File: config.mk
export PLATFORM = sky130hd
export DESIGN_NAME = fieldbus_frame_receiver_flat
export DESIGN_NICKNAME = d
export VERILOG_FILES = /design/src/fbr_pkg.sv /design/src/fbr_req_if.sv /design/src/fbr_res_if.sv /design/src/fbr_collect.sv /design/src/fbr_check.sv /design/src/fieldbus_frame_receiver.sv /design/src/flat_wrapper.sv
export SDC_FILE = /design/constraint.sdc
export NUM_CORES = 1
export LEC_CHECK = 0
export ABC_CLOCK_PERIOD_IN_PS = 3250
export BUFFER_PORTS_ARGS = -buffer_cell sky130_fd_sc_hd__buf_2
export CAP_MARGIN = 10
export CORE_MARGIN = 4
export CORE_UTILIZATION = 57
export DETAILED_ROUTE_END_ITERATION = 6
export MAX_ROUTING_LAYER = met4
export PLACE_DENSITY = 0.81
export REMOVE_ABC_BUFFERS = 1
export SYNTH_ARGS = -nofsm -noshare
export SYNTH_HDL_FRONTEND = slang
export SYNTH_SLANG_ARGS = --single-unit
File: constraint.sdc
create_clock -name clk -period 3.25 [get_ports clk]
set_clock_uncertainty 0.15 [all_clocks]
set_input_delay 0.4875 -clock clk [delete_from_list [all_inputs] [get_ports clk]]
set_output_delay 0.4875 -clock clk [all_outputs]
set_load 0.05 [all_outputs]
File: src/fbr_pkg.sv
// Shared types and constants for the fieldbus frame receiver.
// No dependencies; every other file of the block imports this package.
`default_nettype none

package fbr_pkg;

  // Start delimiters
  localparam logic [7:0] DELIM_NO_DATA    = 8'h10;
  localparam logic [7:0] DELIM_VAR_LEN    = 8'h68;
  localparam logic [7:0] DELIM_FIXED_DATA = 8'hA2;
  localparam logic [7:0] DELIM_TOKEN      = 8'hDC;

  localparam logic [7:0] SAP_BIT        = 8'h80;
  localparam logic [6:0] BROADCAST_ADDR = 7'h7F;
  localparam logic [6:0] STATION_RESET  = 7'd126;

  // Byte positions within a telegram
  localparam int HDR_POS_PLAIN    = 1;
  localparam int HDR_POS_VAR      = 4;
  localparam int LEN_POS          = 1;
  localparam int DSAP_POS         = 7;
  localparam int SSAP_POS         = 8;
  localparam int NO_DATA_LAST_SUM = 3;
  localparam int NO_DATA_CHK_POS  = 4;
  localparam int FIXED_LAST_SUM   = 8;
  localparam int FIXED_CHK_POS    = 9;
  localparam int VAR_FIRST_SUM    = 4;
  localparam int VAR_SUM_OFFSET   = 3;
  localparam int VAR_CHK_OFFSET   = 4;

  // Expected byte counts and PDU lengths
  localparam int LEN_NO_DATA    = 6;
  localparam int LEN_FIXED_DATA = 11;
  localparam int LEN_TOKEN      = 3;
  localparam int VAR_OVERHEAD   = 6;

  localparam logic [7:0] PDU_NO_DATA    = 8'd3;
  localparam logic [7:0] PDU_FIXED_DATA = 8'd8;
  localparam logic [7:0] PDU_TOKEN      = 8'd2;

  typedef enum logic [0:0] {
    REQ_BYTE = 1'b0,
    REQ_EOF  = 1'b1
  } req_kind_t;

  typedef enum logic [2:0] {
    ST_ACCEPTED      = 3'd0,
    ST_BAD_DELIM     = 3'd1,
    ST_BAD_LENGTH    = 3'd2,
    ST_NOT_ADDRESSED = 3'd3,
    ST_BAD_CHECKSUM  = 3'd4,
    ST_TOKEN_IGNORED = 3'd5
  } status_t;

  typedef enum logic [1:0] {
    KIND_NO_DATA    = 2'd0,
    KIND_VAR_LEN    = 2'd1,
    KIND_FIXED_DATA = 2'd2,
    KIND_TOKEN      = 2'd3
  } frame_kind_t;

  // Collected header bytes and checksum state of the current telegram
  typedef struct packed {
    logic [7:0] start_delim;
    logic [7:0] length_byte;
    logic [7:0] dest_byte;
    logic [7:0] src_byte;
    logic [7:0] func_byte;
    logic [7:0] dsap_byte;
    logic [7:0] ssap_byte;
    logic [7:0] running_sum;
    logic [7:0] check_byte;
  } frame_hdr_t;

  typedef struct packed {
    status_t     status;
    frame_kind_t frame_kind;
    logic [7:0]  dest_addr;
    logic [7:0]  src_addr;
    logic [7:0]  func_code;
    logic        has_sap;
    logic [7:0]  dest_sap;
    logic [7:0]  src_sap;
    logic [7:0]  pdu_length;
  } frame_res_t;

  // Control from the input stage to the collector
  typedef struct packed {
    logic       take_byte;
    logic       end_frame;
    logic [7:0] rx_byte;
  } collect_ctrl_t;

endpackage

`default_nettype wire

File: src/fbr_req_if.sv
// Request channel of the frame receiver: received bytes and end-of-frame events.
// Depends on fbr_pkg.
`default_nettype none

interface fbr_req_if;
  import fbr_pkg::*;

  logic       valid;
  logic       ready;
  logic [0:0] req_type;
  logic [7:0] rx_byte;

  modport source (output valid, output req_type, output rx_byte, input ready);
  modport sink (input valid, input req_type, input rx_byte, output ready);
endinterface

`default_nettype wire

File: src/fbr_res_if.sv
// Result channel of the frame receiver: status and decoded header per telegram.
// Depends on fbr_pkg.
`default_nettype none

interface fbr_res_if;
  import fbr_pkg::*;

  logic        valid;
  logic        ready;
  status_t     status;
  frame_kind_t frame_kind;
  logic [7:0]  dest_addr;
  logic [7:0]  src_addr;
  logic [7:0]  func_code;
  logic        has_sap;
  logic [7:0]  dest_sap;
  logic [7:0]  src_sap;
  logic [7:0]  pdu_length;

  modport source (
    output valid, output status, output frame_kind, output dest_addr, output src_addr,
    output func_code, output has_sap, output dest_sap, output src_sap, output pdu_length,
    input ready
  );
  modport sink (
    input valid, input status, input frame_kind, input dest_addr, input src_addr,
    input func_code, input has_sap, input dest_sap, input src_sap, input pdu_length,
    output ready
  );
endinterface

`default_nettype wire

File: src/fbr_collect.sv
// Byte collector: counts telegram bytes, captures header bytes, accumulates checksum.
// Depends on fbr_pkg.
`default_nettype none

module fbr_collect #(
  parameter int BUFFER_BYTES = 256
) (
  input  wire logic                        clk,
  input  wire logic                        rst,
  input  wire fbr_pkg::collect_ctrl_t      ctrl,
  output fbr_pkg::frame_hdr_t              hdr,
  output logic [$clog2(BUFFER_BYTES)-1:0]  byte_count
);
  import fbr_pkg::*;

  localparam int CNT_W = $clog2(BUFFER_BYTES);
  localparam int CMP_W = (CNT_W > 9 ? CNT_W : 9) + 1;
  localparam logic [CNT_W-1:0] CNT_MAX = CNT_W'(BUFFER_BYTES - 1);

  frame_hdr_t       hdr_next;
  logic [CNT_W-1:0] byte_count_next;
  logic [CMP_W-1:0] idx;
  logic [CMP_W-1:0] len_ext;
  logic [CMP_W-1:0] hdr_pos;
  logic             is_var;
  logic [7:0]       b;

  always_comb begin
    hdr_next        = hdr;
    byte_count_next = byte_count;
    b               = ctrl.rx_byte;
    idx             = CMP_W'(byte_count);
    len_ext         = CMP_W'(hdr.length_byte);
    is_var          = (hdr.start_delim == DELIM_VAR_LEN);
    hdr_pos         = is_var ? CMP_W'(HDR_POS_VAR) : CMP_W'(HDR_POS_PLAIN);

    if (ctrl.end_frame) begin
      hdr_next        = '0;
      byte_count_next = '0;
    end else if (ctrl.take_byte) begin
      if (idx == '0) begin
        hdr_next.start_delim = b;
      end else begin
        if (idx == CMP_W'(LEN_POS))    hdr_next.length_byte = b;
        if (idx == hdr_pos)            hdr_next.dest_byte   = b;
        if (idx == hdr_pos + CMP_W'(1)) hdr_next.src_byte   = b;
        if (idx == hdr_pos + CMP_W'(2)) hdr_next.func_byte  = b;
        if (idx == CMP_W'(DSAP_POS))   hdr_next.dsap_byte   = b;
        if (idx == CMP_W'(SSAP_POS))   hdr_next.ssap_byte   = b;
        if (hdr.start_delim == DELIM_NO_DATA) begin
          if (idx <= CMP_W'(NO_DATA_LAST_SUM)) hdr_next.running_sum = hdr.running_sum + b;
          if (idx == CMP_W'(NO_DATA_CHK_POS))  hdr_next.check_byte  = b;
        end else if (hdr.start_delim == DELIM_FIXED_DATA) begin
          if (idx <= CMP_W'(FIXED_LAST_SUM)) hdr_next.running_sum = hdr.running_sum + b;
          if (idx == CMP_W'(FIXED_CHK_POS))  hdr_next.check_byte  = b;
        end else if (is_var) begin
          if (idx >= CMP_W'(VAR_FIRST_SUM) && idx <= len_ext + CMP_W'(VAR_SUM_OFFSET)) begin
            hdr_next.running_sum = hdr.running_sum + b;
          end
          if (idx == len_ext + CMP_W'(VAR_CHK_OFFSET)) hdr_next.check_byte = b;
        end
      end
      // saturate at the last buffer position
      if (byte_count != CNT_MAX) byte_count_next = byte_count + CNT_W'(1);
    end
  end

  always_ff @(posedge clk) begin
    if (rst) begin
      hdr        <= '0;
      byte_count <= '0;
    end else begin
      hdr        <= hdr_next;
      byte_count <= byte_count_next;
    end
  end

endmodule

`default_nettype wire

File: src/fbr_check.sv
// Frame checker: judges delimiter, length, destination and checksum of a collected telegram.
// Depends on fbr_pkg.
`default_nettype none

module fbr_check #(
  parameter int BUFFER_BYTES = 256
) (
  input  wire fbr_pkg::frame_hdr_t               hdr,
  input  wire logic [$clog2(BUFFER_BYTES)-1:0]   byte_count,
  input  wire logic [6:0]                        station_address,
  output fbr_pkg::frame_res_t                    res,
  output logic                                   has_bytes
);
  import fbr_pkg::*;

  localparam int CNT_W = $clog2(BUFFER_BYTES);
  localparam int CMP_W = (CNT_W > 9 ? CNT_W : 9) + 1;

  logic [CMP_W-1:0] need;
  logic [CMP_W-1:0] count_ext;
  logic             known;
  logic             data_frame;
  logic             addressed;

  assign has_bytes = (byte_count != '0);
  assign count_ext = CMP_W'(byte_count);

  assign addressed = (hdr.dest_byte == {1'b0, station_address}) ||
                     (hdr.dest_byte == {1'b1, station_address}) ||
                     (hdr.dest_byte == {1'b0, BROADCAST_ADDR}) ||
                     (hdr.dest_byte == {1'b1, BROADCAST_ADDR});

  always_comb begin
    res        = '0;
    res.status = ST_BAD_DELIM;
    need       = '0;
    known      = 1'b1;
    data_frame = 1'b1;

    unique case (hdr.start_delim)
      DELIM_NO_DATA: begin
        res.frame_kind = KIND_NO_DATA;
        res.pdu_length = PDU_NO_DATA;
        need           = CMP_W'(LEN_NO_DATA);
      end
      DELIM_VAR_LEN: begin
        res.frame_kind = KIND_VAR_LEN;
        res.pdu_length = hdr.length_byte;
        need           = CMP_W'(hdr.length_byte) + CMP_W'(VAR_OVERHEAD);
      end
      DELIM_FIXED_DATA: begin
        res.frame_kind = KIND_FIXED_DATA;
        res.pdu_length = PDU_FIXED_DATA;
        need           = CMP_W'(LEN_FIXED_DATA);
      end
      DELIM_TOKEN: begin
        res.frame_kind = KIND_TOKEN;
        res.pdu_length = PDU_TOKEN;
        need           = CMP_W'(LEN_TOKEN);
        data_frame     = 1'b0;
      end
      default: begin
        known = 1'b0;
      end
    endcase

    if (known) begin
      res.dest_addr = hdr.dest_byte;
      res.src_addr  = hdr.src_byte;
      priority if (count_ext != need) res.status = ST_BAD_LENGTH;
      else if (!addressed)            res.status = ST_NOT_ADDRESSED;
      else if (!data_frame)           res.status = ST_TOKEN_IGNORED;
      else if (hdr.running_sum != hdr.check_byte) res.status = ST_BAD_CHECKSUM;
      else                            res.status = ST_ACCEPTED;
      if (data_frame) begin
        res.func_code = hdr.func_byte;
        if (((hdr.dest_byte & SAP_BIT) != '0) && ((hdr.src_byte & SAP_BIT) != '0)) begin
          res.has_sap  = 1'b1;
          res.dest_sap = hdr.dsap_byte;
          res.src_sap  = hdr.ssap_byte;
        end
      end
    end
  end

endmodule

`default_nettype wire

File: src/fieldbus_frame_receiver.sv
// Fieldbus frame receiver: input register, byte collector, frame checker, result register.
// One request transfer per cycle unless a stalled result holds the input stage; an end-of-frame
// result passes the input register and is then held in the result register until taken.
// A stalled result holds the input stage.
// Synchronous reset clears frame state, both stages and sets the station address to 126.
// Depends on fbr_pkg, fbr_req_if, fbr_res_if, fbr_collect and fbr_check.
`default_nettype none

module fieldbus_frame_receiver #(
  parameter int BUFFER_BYTES = 256
) (
  input  wire logic       clk,
  input  wire logic       rst,
  input  wire logic       cfg_we,
  input  wire logic [6:0] cfg_wdata,
  fbr_req_if.sink         req,
  fbr_res_if.source       res
);
  import fbr_pkg::*;

  localparam int CNT_W = $clog2(BUFFER_BYTES);

  logic             s1_valid;
  req_kind_t        s1_kind;
  logic [7:0]       s1_byte;
  logic             s1_go;
  logic [6:0]       station_address;
  collect_ctrl_t    ctrl;
  frame_hdr_t       hdr;
  logic [CNT_W-1:0] byte_count;
  frame_res_t       chk_res;
  logic             chk_has_bytes;
  logic             res_valid;
  frame_res_t       res_q;

  // advance the input stage unless a result is waiting and not yet taken
  assign s1_go     = s1_valid && !(res_valid && !res.ready);
  assign req.ready = !s1_valid || s1_go;

  always_ff @(posedge clk) begin
    if (rst) begin
      station_address <= STATION_RESET;
    end else if (cfg_we) begin
      station_address <= cfg_wdata;
    end
  end

  always_ff @(posedge clk) begin
    if (rst) begin
      s1_valid <= 1'b0;
    end else if (req.valid && req.ready) begin
      s1_valid <= 1'b1;
    end else if (s1_go) begin
      s1_valid <= 1'b0;
    end
  end

  always_ff @(posedge clk) begin
    if (req.valid && req.ready) begin
      s1_kind <= req_kind_t'(req.req_type);
      s1_byte <= req.rx_byte;
    end
  end

  assign ctrl.take_byte = s1_go && (s1_kind == REQ_BYTE);
  assign ctrl.end_frame = s1_go && (s1_kind == REQ_EOF);
  assign ctrl.rx_byte   = s1_byte;

  fbr_collect #(
    .BUFFER_BYTES(BUFFER_BYTES)
  ) u_collect (
    .clk        (clk),
    .rst        (rst),
    .ctrl       (ctrl),
    .hdr        (hdr),
    .byte_count (byte_count)
  );

  fbr_check #(
    .BUFFER_BYTES(BUFFER_BYTES)
  ) u_check (
    .hdr             (hdr),
    .byte_count      (byte_count),
    .station_address (station_address),
    .res             (chk_res),
    .has_bytes       (chk_has_bytes)
  );

  always_ff @(posedge clk) begin
    if (rst) begin
      res_valid <= 1'b0;
    end else begin
      res_valid <= (ctrl.end_frame && chk_has_bytes) || (res_valid && !res.ready);
    end
  end

  always_ff @(posedge clk) begin
    if (ctrl.end_frame && chk_has_bytes) begin
      res_q <= chk_res;
    end
  end

  assign res.valid      = res_valid;
  assign res.status     = res_q.status;
  assign res.frame_kind = res_q.frame_kind;
  assign res.dest_addr  = res_q.dest_addr;
  assign res.src_addr   = res_q.src_addr;
  assign res.func_code  = res_q.func_code;
  assign res.has_sap    = res_q.has_sap;
  assign res.dest_sap   = res_q.dest_sap;
  assign res.src_sap    = res_q.src_sap;
  assign res.pdu_length = res_q.pdu_length;

endmodule

`default_nettype wire

File: src/flat_wrapper.sv
// flat-port wrapper written by rule: the top's interface ports become plain ports
module fieldbus_frame_receiver_flat import fbr_pkg::*;
#(
  parameter int BUFFER_BYTES = 256
)
  (clk, rst, cfg_we, cfg_wdata, req_valid, req_req_type, req_rx_byte, req_ready, res_valid, res_status, res_frame_kind, res_dest_addr, res_src_addr, res_func_code, res_has_sap, res_dest_sap, res_src_sap, res_pdu_length, res_ready);
  fbr_req_if req_i ();
  fbr_res_if res_i ();
  input  wire logic clk;
  input  wire logic rst;
  input  wire logic cfg_we;
  input  wire logic [6:0] cfg_wdata;
  input wire logic [$bits(req_i.valid)-1:0] req_valid;
  input wire logic [$bits(req_i.req_type)-1:0] req_req_type;
  input wire logic [$bits(req_i.rx_byte)-1:0] req_rx_byte;
  output wire logic [$bits(req_i.ready)-1:0] req_ready;
  output wire logic [$bits(res_i.valid)-1:0] res_valid;
  output wire logic [$bits(res_i.status)-1:0] res_status;
  output wire logic [$bits(res_i.frame_kind)-1:0] res_frame_kind;
  output wire logic [$bits(res_i.dest_addr)-1:0] res_dest_addr;
  output wire logic [$bits(res_i.src_addr)-1:0] res_src_addr;
  output wire logic [$bits(res_i.func_code)-1:0] res_func_code;
  output wire logic [$bits(res_i.has_sap)-1:0] res_has_sap;
  output wire logic [$bits(res_i.dest_sap)-1:0] res_dest_sap;
  output wire logic [$bits(res_i.src_sap)-1:0] res_src_sap;
  output wire logic [$bits(res_i.pdu_length)-1:0] res_pdu_length;
  input wire logic [$bits(res_i.ready)-1:0] res_ready;
  assign req_i.valid = req_valid;
  assign req_i.req_type = req_req_type;
  assign req_i.rx_byte = req_rx_byte;
  assign req_ready = req_i.ready;
  assign res_valid = res_i.valid;
  assign res_status = res_i.status;
  assign res_frame_kind = res_i.frame_kind;
  assign res_dest_addr = res_i.dest_addr;
  assign res_src_addr = res_i.src_addr;
  assign res_func_code = res_i.func_code;
  assign res_has_sap = res_i.has_sap;
  assign res_dest_sap = res_i.dest_sap;
  assign res_src_sap = res_i.src_sap;
  assign res_pdu_length = res_i.pdu_length;
  assign res_i.ready = res_ready;
  fieldbus_frame_receiver #(.BUFFER_BYTES(BUFFER_BYTES)) u_core (.clk(clk), .rst(rst), .cfg_we(cfg_we), .cfg_wdata(cfg_wdata), .req(req_i), .res(res_i));
endmodule
==> impl_metrics.json <==
{
  "status": "finished, final reports clean",
  "syn_inst": 675,
  "cts_resized": 0,
  "cts_tree": "done",
  "power.density_mw_per_mm2": 495,
  "synth-seq-cells": 152,
  "initialDrtViolationCount": 422,
  "cp-start-kind": "flop",
  "die_area_mm2": 0.0144,
  "setup_viol": 0,
  "cts_inserted_buffers": 17,
  "finalHoldViolations": 0,
  "final_antenna_net_count": 0,
  "cts_sinks": 152,
  "synth_edf_count": 63,
  "avgSynthCellArea_um2": 10.6,
  "fillers": 915,
  "crit_fanout": 6,
  "yosysWarnings": 0,
  "worstPathArrival_ns": 3.12,
  "synth_area_mm2": 0.00714,
  "regMostFlops": "u_core.u_collect.hdr",
  "slew_violations": 0,
  "ys_types": 67,
  "clk_pin_slew_ns": 0.06,
  "ctsHoldBuffers": 0,
  "io_pins": 77,
  "finalCriticalPeriod_ns": 3.13,
  "start_util_pct": 58.7,
  "cts_setup_buffers": 0,
  "holdWs_ns": 0.0842,
  "dieWidth_um": 120,
  "grt_pass1_vias": 5228,
  "fin_ws_ns": 0.124,
  "antenna_found_initial": 0,
  "diodes": 0,
  "grt_use_total_pct": 24.6,
  "synth-main-ff-cell": "dfxtp_1",
  "drc": 0,
  "tns_ns": 0,
  "first_pass_iters": 5,
  "intPower_w": 0.00322,
  "rows": 40,
  "drive_gt1_share_pct": 20.0,
  "largest_reg_flops": 72,
  "p_sw_w": 0.000923,
  "vias_per_cell": 5.72,
  "sequentialPowerShare_pct": 49.2,
  "grt_overflow_total": 0,
  "fp.coreArea_mm2": 0.0122,
  "synthArstFlopShare_pct": 0,
  "synth_top_area_share_pct": 26.5,
  "fin_crit_sh_pct": 96.2,
  "hpwl_um": 11400,
  "drt-total-wl_um": 16800,
  "required_ns": 3.24,
  "peakVddDrop_mv": 0.346,
  "synthToLayoutAreaGrowth_pct": 17.0,
  "critical_path_class": "flop to flop",
  "cts_htree_levels": 4,
  "port_buffers": 76,
  "clk_path_buf_depth": 2,
  "dieHeight_um": 120,
  "grt_pass1_wl_um": 26800,
  "end_kind": "flop",
  "clock.fmax_mhz": 320,
  "power_frac_comb_pct": 3.7,
  "max_cap_violations": 0,
  "grt_max_degree": 55,
  "yosys.area.top_type": "edfxtp_1",
  "routabilityCongestion": 0.946,
  "clk_latency_ns": 0.42,
  "min_path_type": "input pin to flop",
  "relSlewSlack_pct": 52.1,
  "clkPwrFrac_pct": 47.2,
  "worst_pin_slew_ns": 0.707,
  "vias": 5345,
  "final_nets": 799,
  "power_leakage_nw": 3.68,
  "cts-root-buf": "clkbuf_16",
  "pre_cts_ws_ns": 0.127,
  "netlist_top_cells_area": "edfxtp_1 (26%), dfxtp_1 (25%), mux2i_1 (8.4%), nor2_1 (4.6%), ha_1 (4.2%)",
  "wire_per_inst_um": 18.0,
  "yosysSeqAreaShare_pct": 51.4,
  "swShare_pct": 22.3
}
-- worst paths after layout --
check	slack, ns	depth (start not counted)	end	startpoint
setup / recovery	0.12	9	u_core.res.status[0]$_SDFFCE_PP1P_	u_core.u_collect.hdr[58]$_SDFFE_PP0P_
setup reg to reg	0.12	9	u_core.res.status[0]$_SDFFCE_PP1P_	u_core.u_collect.hdr[58]$_SDFFE_PP0P_
hold / removal	0.08	1	u_core.s1_byte[6]$_DFFE_PP_	req_rx_byte[6]
hold reg to reg	0.34	2	u_core.u_collect.hdr[22]$_SDFFE_PP0P_	u_core.u_collect.hdr[22]$_SDFFE_PP0P_
-- logic make-up after synthesis --
kind of cell | synth area share (%)
muxes | 8.41
DFF | 51.4
AOI/OAI and AO/OA | 8.20
adders and majority gates | 4.48
xor gates and xnor gates | 6.01
buffers and inverters | 3.10
and+or+nand+nor | 18.4
-- final cells by class --
cell class,instances,area (µm²),area share (%)
Clock buffer,20,447,5.34
Tap cell,168,210,2.51
Multi-Input combinational cell,471,3260,39.0
Timing Repair Buffer,100,586,7.01
Inverter,11,41.3,0.494
Clock inverter,12,138,1.65
Sequential cell,152,3670,44.0
-- placed cells by master (no fill, tap or decap), types with 3 or more instances in the layout --
cell	count
dfxtp_1	88
nor2_1	87
buf_2	76
edfxtp_1	63
mux2i_1	60
and2_1	42
xnor2_1	30
a21oi_1	28
ha_1	24
nand2_1	23
buf_4	22
o21ai_0	21
nand3_1	21
xor2_1	19
clkbuf_16	17
and3_1	12
nor2b_1	11
inv_1	11
nor3_1	8
nand4_1	7
a211o_1	7
nor4_1	4
a21o_1	4
nand2b_1	4
or3_1	3
a31oi_1	3
nand2_2	3
inv_6	3
-- critical path: stages (launching register included) --
cell and delay, ns:
dfxtp_1 0.43, inv_1 0.12, ha_1 0.21, a21oi_1 0.36
nor2_1 0.11, xnor2_1 0.38, nor3b_1 0.10, and3_1 0.20
o311ai_1 0.63, o21ai_1 0.16
-- per-layer routing --
layer | global-route usage (%) | vias to the layer above | share of wire [%]
met5 | - | - | 0
met2 | 40.7 | 238 | 50
met3 | 6.08 | 39 | 7.3
li1 | - | 2531 | -
met4 | 10.0 | 0 | 2.7
met1 | 28.7 | 2537 | 40
-- power groups by stage --
stage	registers [W]	logic (W)	clock network, W
2_1_floorplan	0.00206	0.0000857	0
3_5_place_dp	0.00208	0.000151	0
6_report	0.00204	0.000151	0.00195
5_1_grt	0.00204	0.000165	0.00207
3_3_place_gp	0.00207	0.000144	0
4_1_cts	0.00204	0.000151	0.00198
-- synth_stat cells, drive strengths merged, types with 4 or more instances --
| cell type | instances |
|---|---|
| nor2b | 12 |
| o21ai | 25 |
| clkbuf | 30 |
| xnor2 | 30 |
| or2 | 4 |
| a21o | 4 |
| ha | 24 |
| a211o | 7 |
| mux2i | 60 |
| nand3 | 23 |
| nand2b | 4 |
| and3 | 13 |
| nor4 | 5 |
| edfxtp | 63 |
| nor3 | 9 |
| xor2 | 19 |
| inv | 11 |
| nand4 | 7 |
| and2 | 43 |
| nor2 | 88 |
| buf | 11 |
| a21oi | 29 |
| dfxtp | 89 |
| nand2 | 26 |
-- per-stage QoR --
stage	utilization, %	power (W)	instance area (µm²)	std cells
2_1_floorplan	-	0.00215	6960	634
3_3_place_gp	63.6	0.00222	7740	901
3_5_place_dp	63.6	0.00223	7740	901
4_1_cts	68.4	0.00416	8320	933
5_1_grt	68.7	0.00427	8360	934
6_report	68.7	0.00414	8360	934
Power figures use the tool's default switching activity.
